## src/sv/bse_pkg.sv

```systemverilog
`default_nettype none
package bse_pkg;

	localparam int unsigned PRES_W = 16;
	localparam int unsigned LEVEL_W = 17;
	localparam int unsigned CFG_IDX_W = 3;
	localparam int unsigned CFG_DATA_W = 24;

	localparam logic [LEVEL_W-1:0] ONE_Q16 = 17'd65536;
	localparam logic [LEVEL_W-1:0] HALF_Q16 = 17'd32768;

	typedef enum logic [CFG_IDX_W-1:0] {
		CFG_REFLEX_ACTIVE = 3'd0,
		CFG_PRESSURE_SETPOINT = 3'd1,
		CFG_SIGMOID_SLOPE = 3'd2,
		CFG_DRIVE_RATE = 3'd3,
		CFG_RECOVERY_RATE = 3'd4,
		CFG_STEP_SECONDS = 3'd5
	} cfg_idx_t;

	typedef enum logic [3:0] {
		ST_IDLE,
		ST_MULX,
		ST_INDEX,
		ST_LOOKUP,
		ST_INTERP,
		ST_DEV,
		ST_RATE,
		ST_PROD,
		ST_UPDATE
	} state_t;

	typedef struct packed {
		logic load;
		logic mulx;
		logic index;
		logic lookup;
		logic interp;
		logic dev;
		logic rate;
		logic prod;
		logic update;
	} cmd_t;

endpackage
`default_nettype wire

```

## src/sv/bse_ctrl.sv

```systemverilog
`default_nettype none
module bse_ctrl (
	input  wire logic clk,
	input  wire logic arst_n,
	input  wire logic in_valid,
	output logic in_ready,
	output logic out_valid,
	input  wire logic out_ready,
	output bse_pkg::cmd_t cmd
);
	import bse_pkg::*;

	state_t state_q;
	state_t state_d;
	logic out_valid_q;
	logic out_free;

	// the result register may be refilled in the same cycle it is taken
	assign out_free = !out_valid_q || out_ready;

	always_comb begin
		state_d = state_q;
		case (state_q)
			ST_IDLE: begin
				if (in_valid) state_d = ST_MULX;
			end
			ST_MULX: state_d = ST_INDEX;
			ST_INDEX: state_d = ST_LOOKUP;
			ST_LOOKUP: state_d = ST_INTERP;
			ST_INTERP: state_d = ST_DEV;
			ST_DEV: state_d = ST_RATE;
			ST_RATE: state_d = ST_PROD;
			ST_PROD: state_d = ST_UPDATE;
			ST_UPDATE: begin
				if (out_free) state_d = ST_IDLE;
			end
			default: state_d = ST_IDLE;
		endcase
	end

	always_comb begin
		cmd = '0;
		in_ready = 1'b0;
		case (state_q)
			ST_IDLE: begin
				in_ready = 1'b1;
				cmd.load = in_valid;
			end
			ST_MULX: cmd.mulx = 1'b1;
			ST_INDEX: cmd.index = 1'b1;
			ST_LOOKUP: cmd.lookup = 1'b1;
			ST_INTERP: cmd.interp = 1'b1;
			ST_DEV: cmd.dev = 1'b1;
			ST_RATE: cmd.rate = 1'b1;
			ST_PROD: cmd.prod = 1'b1;
			ST_UPDATE: cmd.update = out_free;
			default: cmd = '0;
		endcase
	end

	always_ff @(posedge clk or negedge arst_n) begin
		if (!arst_n) begin
			state_q <= ST_IDLE;
			out_valid_q <= 1'b0;
		end else begin
			state_q <= state_d;
			if (cmd.update) out_valid_q <= 1'b1;
			else if (out_ready) out_valid_q <= 1'b0;
		end
	end

	assign out_valid = out_valid_q;

endmodule
`default_nettype wire

```

## config.mk

```make
export PLATFORM = sky130hd
export DESIGN_NAME = bse_ctrl
export DESIGN_NICKNAME = d
export VERILOG_FILES = /design/src/sv/bse_pkg.sv /design/src/sv/bse_ctrl.sv
export SDC_FILE = /design/constraint.sdc
export NUM_CORES = 1
export LEC_CHECK = 0
export BUFFER_PORTS_ARGS = -buffer_cell sky130_fd_sc_hd__clkbuf_2
export CAP_MARGIN = 20
export CELL_PAD_IN_SITES_DETAIL_PLACEMENT = 1
export CELL_PAD_IN_SITES_GLOBAL_PLACEMENT = 2
export CORE_MARGIN = 2
export CORE_UTILIZATION = 22
export DETAILED_ROUTE_END_ITERATION = 8
export HOLD_SLACK_MARGIN = 0.02
export PLACE_DENSITY_LB_ADDON = 0.1
export SYNTH_ARGS = -nofsm -noshare
export SYNTH_HDL_FRONTEND = slang
export SYNTH_SLANG_ARGS = --single-unit
```

## constraint.sdc

```tcl
create_clock -name clk -period 1.5 [get_ports clk]
set_input_delay 0.075 -clock clk [delete_from_list [all_inputs] [get_ports clk]]
set_output_delay 0.075 -clock clk [all_outputs]
set_load 0.005 [all_outputs]
```

# --- Word level (Yosys, flattened, before mapping) ---
# Cells that the tools add are included.
classes:
  mux: 15
  eq_ne: 10
  n_reduce_logical: 5
ops:
  columns: ["cell", "n"]
  rows:
  - ["$pmux W4 S9", 1]
  - ["$eq A4 B3 Y1 const B", 4]
  - ["$mux W1", 12]
  - ["$eq A4 B2 Y1 const B", 2]
  - ["$mux W4", 2]
  - ["$eq A4 B1 Y1 const B", 1]
  - ["$eq A4 B4 Y1 const B", 1]
  - ["$logic_not A4 Y1", 1]
  - ["$ne A2 B2 Y1 const B", 2]
  - ["$reduce_and A2 Y1", 1]
  - ["$reduce_bool A2 Y1", 1]
  - ["$logic_not A1 Y1", 1]
  - ["$logic_or A1 B1 Y1", 1]
totals:
  input_bits: 4
  out_inout_bits: 11
  register_bits: 5
  elab_cells: 32

# --- Depth between registers and ports, before layout ---
depth:
  ltp_word: 4
  ltp_mapped: 3
  depth_no_buf: 2

# --- Worst setup path after synthesis ---
# OpenSTA, ideal clock, no wires.
synth_timing:
  kind: "flip-flop to output port"
  from: "reg state_q[1]"
  to: "out cmd[0] (netlist bit)"
  stages_incl_launch_ff: 4
  n_path_buf: 1
  required_ns: 1.425
  slack_ns: 0.275
  arrival_ns: 1.150
  cell_sequence: "dfrtp_1 -> buf_6 -> or4b_4 -> nor2b_2"
synth_lines:
  columns: ["item", "line", "source"]
  rows:
  - ["from (decl)", "bse_ctrl.sv:13", "state_t state_q;"]
  - ["from (signal assigned)", "bse_ctrl.sv:66", "state_q <= state_d;"]
  - ["to (decl)", "bse_ctrl.sv:9", "output bse_pkg::cmd_t cmd"]

==> metrics.txt <==
# TYPE chip_impl_metric gauge
chip_impl_metric{name="final_layout_size_suffix_gt1_frac",unit=""} 0.655
chip_impl_metric{name="core",unit="sq mm"} 0.00128
chip_impl_metric{name="floorplan.initialDensity",unit=""} 0.233
chip_impl_metric{name="placement_rows",unit=""} 13
chip_impl_info{name="yosys.cell_count.top_type",value="nor3_1"} 1
chip_impl_metric{name="final_global_route_overflow_total",unit=""} 0
chip_impl_info{name="crit_slowest_cell",value="or4b_4"} 1
chip_impl_info{name="rsz_0062_raised_after_global_routing",value="true"} 1
chip_impl_info{name="timing.hold.worst.class",value="in -> reg"} 1
chip_impl_metric{name="timing.final.crit_share",unit=""} 0.995
chip_impl_metric{name="synth.yosys.seq_area_share",unit=""} 0.418
chip_impl_metric{name="setup_violations",unit=""} 0
chip_impl_metric{name="power.share.switching",unit=""} 0.386
chip_impl_metric{name="antenna_cells_inserted",unit=""} 0
chip_impl_metric{name="sequential_cell_area",unit="sq um"} 128
chip_impl_metric{name="critical_path_arrival",unit="ps"} 1420
chip_impl_metric{name="critical_path.max_stage_delay",unit="ps"} 570
chip_impl_metric{name="post_synthesis_cell_area",unit="sq um"} 299
chip_impl_metric{name="grt_pass1_vias",unit=""} 310
chip_impl_metric{name="grt_start_max_net_pins",unit=""} 9
chip_impl_metric{name="floorplan.die_area",unit="sq mm"} 0.00167
chip_impl_metric{name="final-max-slew-violation-count",unit=""} 0
chip_impl_metric{name="drc_errors",unit=""} 0
chip_impl_metric{name="gp_routability_congestion",unit=""} 0.675
chip_impl_metric{name="fmaxAchievable",unit="GHz"} 0.670
chip_impl_metric{name="clock_power_share",unit=""} 0.148
chip_impl_metric{name="clk_path_buf_depth",unit=""} 2
chip_impl_metric{name="worstPathMaxFanout",unit=""} 3
chip_impl_info{name="leading_post_synthesis_cells_by_cell_area",value="dfrtp_1 (42%), nor3_1 (10%), nand2b_1 (8.4%)"} 1
chip_impl_info{name="critPathLaunchType",value="register"} 1
chip_impl_metric{name="place_inst",unit=""} 62
chip_impl_metric{name="synthDominantCellAreaShare",unit=""} 0.418
chip_impl_metric{name="fin_tns_setup",unit="ps"} 0
chip_impl_info{name="path_cells",value="or4b_4 > nor2b_2 > buf_2"} 1
chip_impl_info{name="post_synth_most_frequent_cells",value="nor3_1 (6), dfrtp_1 (5), nand2b_1 (4)"} 1
chip_impl_info{name="critical-path-top-delay-family",value="simple AND/OR/NAND/NOR gates"} 1
chip_impl_metric{name="power.share.sequential",unit=""} 0.228
chip_impl_metric{name="routed_via_density",unit=""} 4.60
chip_impl_metric{name="drtPass1Iterations",unit=""} 3
chip_impl_metric{name="routed_wire_length_per_instance",unit="um"} 12.2
chip_impl_metric{name="worst-path-buf-inv",unit=""} 1
chip_impl_metric{name="relSlewSlack",unit=""} 0.867
chip_impl_metric{name="cp.required",unit="ps"} 1420
chip_impl_info{name="worstSetupEndpointType",value="primary output"} 1
chip_impl_metric{name="finalHoldViolCount",unit=""} 0
chip_impl_metric{name="p_int",unit="W"} 0.000657
chip_impl_info{name="synth_top_flop_cell",value="dfrtp_1"} 1
chip_impl_metric{name="final_critical_path_setup_slack",unit="ps"} 8.23
chip_impl_metric{name="ys_ff_latch",unit=""} 5
chip_impl_metric{name="syn-mean-instance-area",unit="sq um"} 9.06
chip_impl_metric{name="clk_pin_slew",unit="ps"} 40
chip_impl_metric{name="detailroute.via_count",unit=""} 336
chip_impl_metric{name="dpl-instance-area",unit="sq um"} 393
chip_impl_metric{name="cts_max_level",unit=""} 1
chip_impl_metric{name="p_sw",unit="W"} 0.000414
chip_impl_metric{name="post_place_setup_slack",unit="ps"} 200
chip_impl_metric{name="multi_input_combinational_cell_area",unit="sq um"} 184
chip_impl_metric{name="period_needed",unit="ps"} 1490
chip_impl_metric{name="die-height",unit="um"} 40.9
chip_impl_metric{name="drt-total-wl",unit="um"} 894
chip_impl_metric{name="clock_buffers_created_by_tritoncts",unit=""} 3
chip_impl_info{name="clock_tree_from_tritoncts",value="done"} 1
chip_impl_metric{name="powerDensity",unit="mW/mm^2"} 2090
chip_impl_info{name="cts-root-buf",value="clkbuf_4"} 1
chip_impl_metric{name="ioPinCount",unit=""} 15
chip_impl_metric{name="post-route-cell-area",unit="sq um"} 512
chip_impl_metric{name="ir_drop",unit="mV"} 0.662
chip_impl_metric{name="clock_latency",unit="ps"} 240
chip_impl_metric{name="postSynth.asyncResetShare",unit=""} 1.00
chip_impl_metric{name="final_cell_count_no_fill",unit=""} 73
chip_impl_metric{name="synth.lib_cells_used.distinct",unit=""} 16
chip_impl_metric{name="grt_first_pass_wirelength",unit="mm"} 1.23
chip_impl_metric{name="syn_nets",unit=""} 37
chip_impl_metric{name="die_x",unit="um"} 40.9
chip_impl_info{name="synth_area_leader_cell",value="dfrtp_1"} 1
chip_impl_metric{name="syn_inst",unit=""} 33
chip_impl_metric{name="maxCapViolations",unit=""} 0
chip_impl_metric{name="leakage",unit="nW"} 0.260
chip_impl_metric{name="comb_power_share",unit=""} 0.624
chip_impl_metric{name="worst_slew_pin_slew",unit="ps"} 198
chip_impl_metric{name="cts_sink_count",unit=""} 5
chip_impl_metric{name="clock-skew-final",unit="ps"} 1.26
chip_impl_metric{name="number_of_enable_type_register_cells_in_the_synthesized_netlist",unit=""} 0
chip_impl_metric{name="antenna_left",unit=""} 0
chip_impl_metric{name="final_net_count",unit=""} 63
chip_impl_metric{name="nFillCells",unit=""} 165
chip_impl_info{name="worstSetupPathType",value="reg -> out"} 1
chip_impl_metric{name="area_added_between_synthesis_and_finish",unit="%"} 71.1
chip_impl_metric{name="place.detailed.hpwl",unit="um"} 643
chip_impl_metric{name="drt_first_iter_violations",unit=""} 1
chip_impl_info{name="outcome",value="finished clean"} 1
chip_impl_metric{name="io_buffer_count",unit=""} 14
chip_impl_metric{name="antenna_violations_before_repair",unit=""} 0
chip_impl_metric{name="gr-usage-all-layers",unit=""} 0.121
chip_impl_metric{name="count_of_yosys_warnings_during_synthesis",unit=""} 0
## layout make-up
type	count	share of cell area
clock buffer	4	0.0513
multi-input combinational	24	0.359
sequential	5	0.249
tap	15	0.0367
timing repair buffer	25	0.303
## kinds of logic after synthesis
| family | after synthesis | synth area share |
|---|---|---|
| compound gates | 4 | 0.109 |
| buf+inv | 4 | 0.0837 |
| flops | 5 | 0.418 |
| simple gates | 20 | 0.389 |
## power by group through the flow
stage / Sequential (W) / Combinational [W] / Clock (W)
2_1_floorplan: 0.000201 / 0.000322 / 0
3_3_place_gp: 0.000256 / 0.000427 / 0
3_5_place_dp: 0.000262 / 0.000439 / 0
4_1_cts: 0.000244 / 0.000566 / 0.000166
5_1_grt: 0.000250 / 0.000732 / 0.000176
6_report: 0.000244 / 0.000669 / 0.000158
## final timing paths
path | start | endpoint | slack (ps) | depth (start not counted)
worst max register to register | state_q[1]$_DFFE_PN0P_ | state_q[3]$_DFFE_PN0P_ | 370 | 2
worst min register to register | out_valid$_DFFE_PN0P_ | out_valid$_DFFE_PN0P_ | 570 | 2
max in group asynchronous | arst_n | state_q[0]$_DFFE_PN0P_ | 1160 | 2
min in group asynchronous | arst_n | state_q[3]$_DFFE_PN0P_ | 180 | 2
worst min-delay path | in_valid | state_q[0]$_DFFE_PN0P_ | 130 | 3
worst max-delay path | state_q[1]$_DFFE_PN0P_ | cmd[0] | 8 | 3
## per-stage QoR
| stage | util | total power (W) | hold slack (ps) |
|---|---|---|---|
| global route | 0.398 | 0.00116 | 133 |
| global placement | 0.306 | 0.000684 | -97.8 |
| CTS | 0.365 | 0.000976 | 123 |
| detailed placement | 0.306 | 0.000701 | -96.5 |
| finish | 0.398 | 0.00107 | 127 |
| floorplan | - | 0.000523 | -221 |
## state kept, by name (all words and copies together), names as in the netlist
signal / cells
state_q: 4
out_valid: 1
## placed cells by master (no fill, tap or decap)
cell,n
nand2b_1,2
dlygate4sd3_1,1
clkbuf_2,13
nand2_1,2
nand2b_2,1
o22ai_2,1
dfrtp_1,3
buf_4,10
nor3_2,2
nor2b_2,1
buf_2,1
a21bo_2,1
or4b_4,1
clkbuf_4,3
a21oi_1,2
clkbuf_1,1
and2_1,1
nor4_4,1
dfrtp_2,2
nor2_1,3
nand2b_4,1
nor3_1,4
nand3b_1,1
## timing repair
item | 4_1_cts | 5_1_grt
resized for setup | 2 | 7
setup endpoints to repair | 2 | 5
buffers inserted | 5 | 1
endpoints found under the hold margin | 5 | 0
hold buffers | 1 | 0
## layer usage
layer  wire (um)  vias to the layer above  track usage
li1            -                      162            -
met3          79                        0       0.0870
met2         467                       15        0.203
met1         348                      159        0.129
met5           0                        -            0
met4           0                        0            0
## tightest hold or removal path, stage by stage
cell and delay (ps):
clkbuf_2 90, nor3_1 40, nor3_1 110
Note: power is estimated with default switching activity, not from simulation.
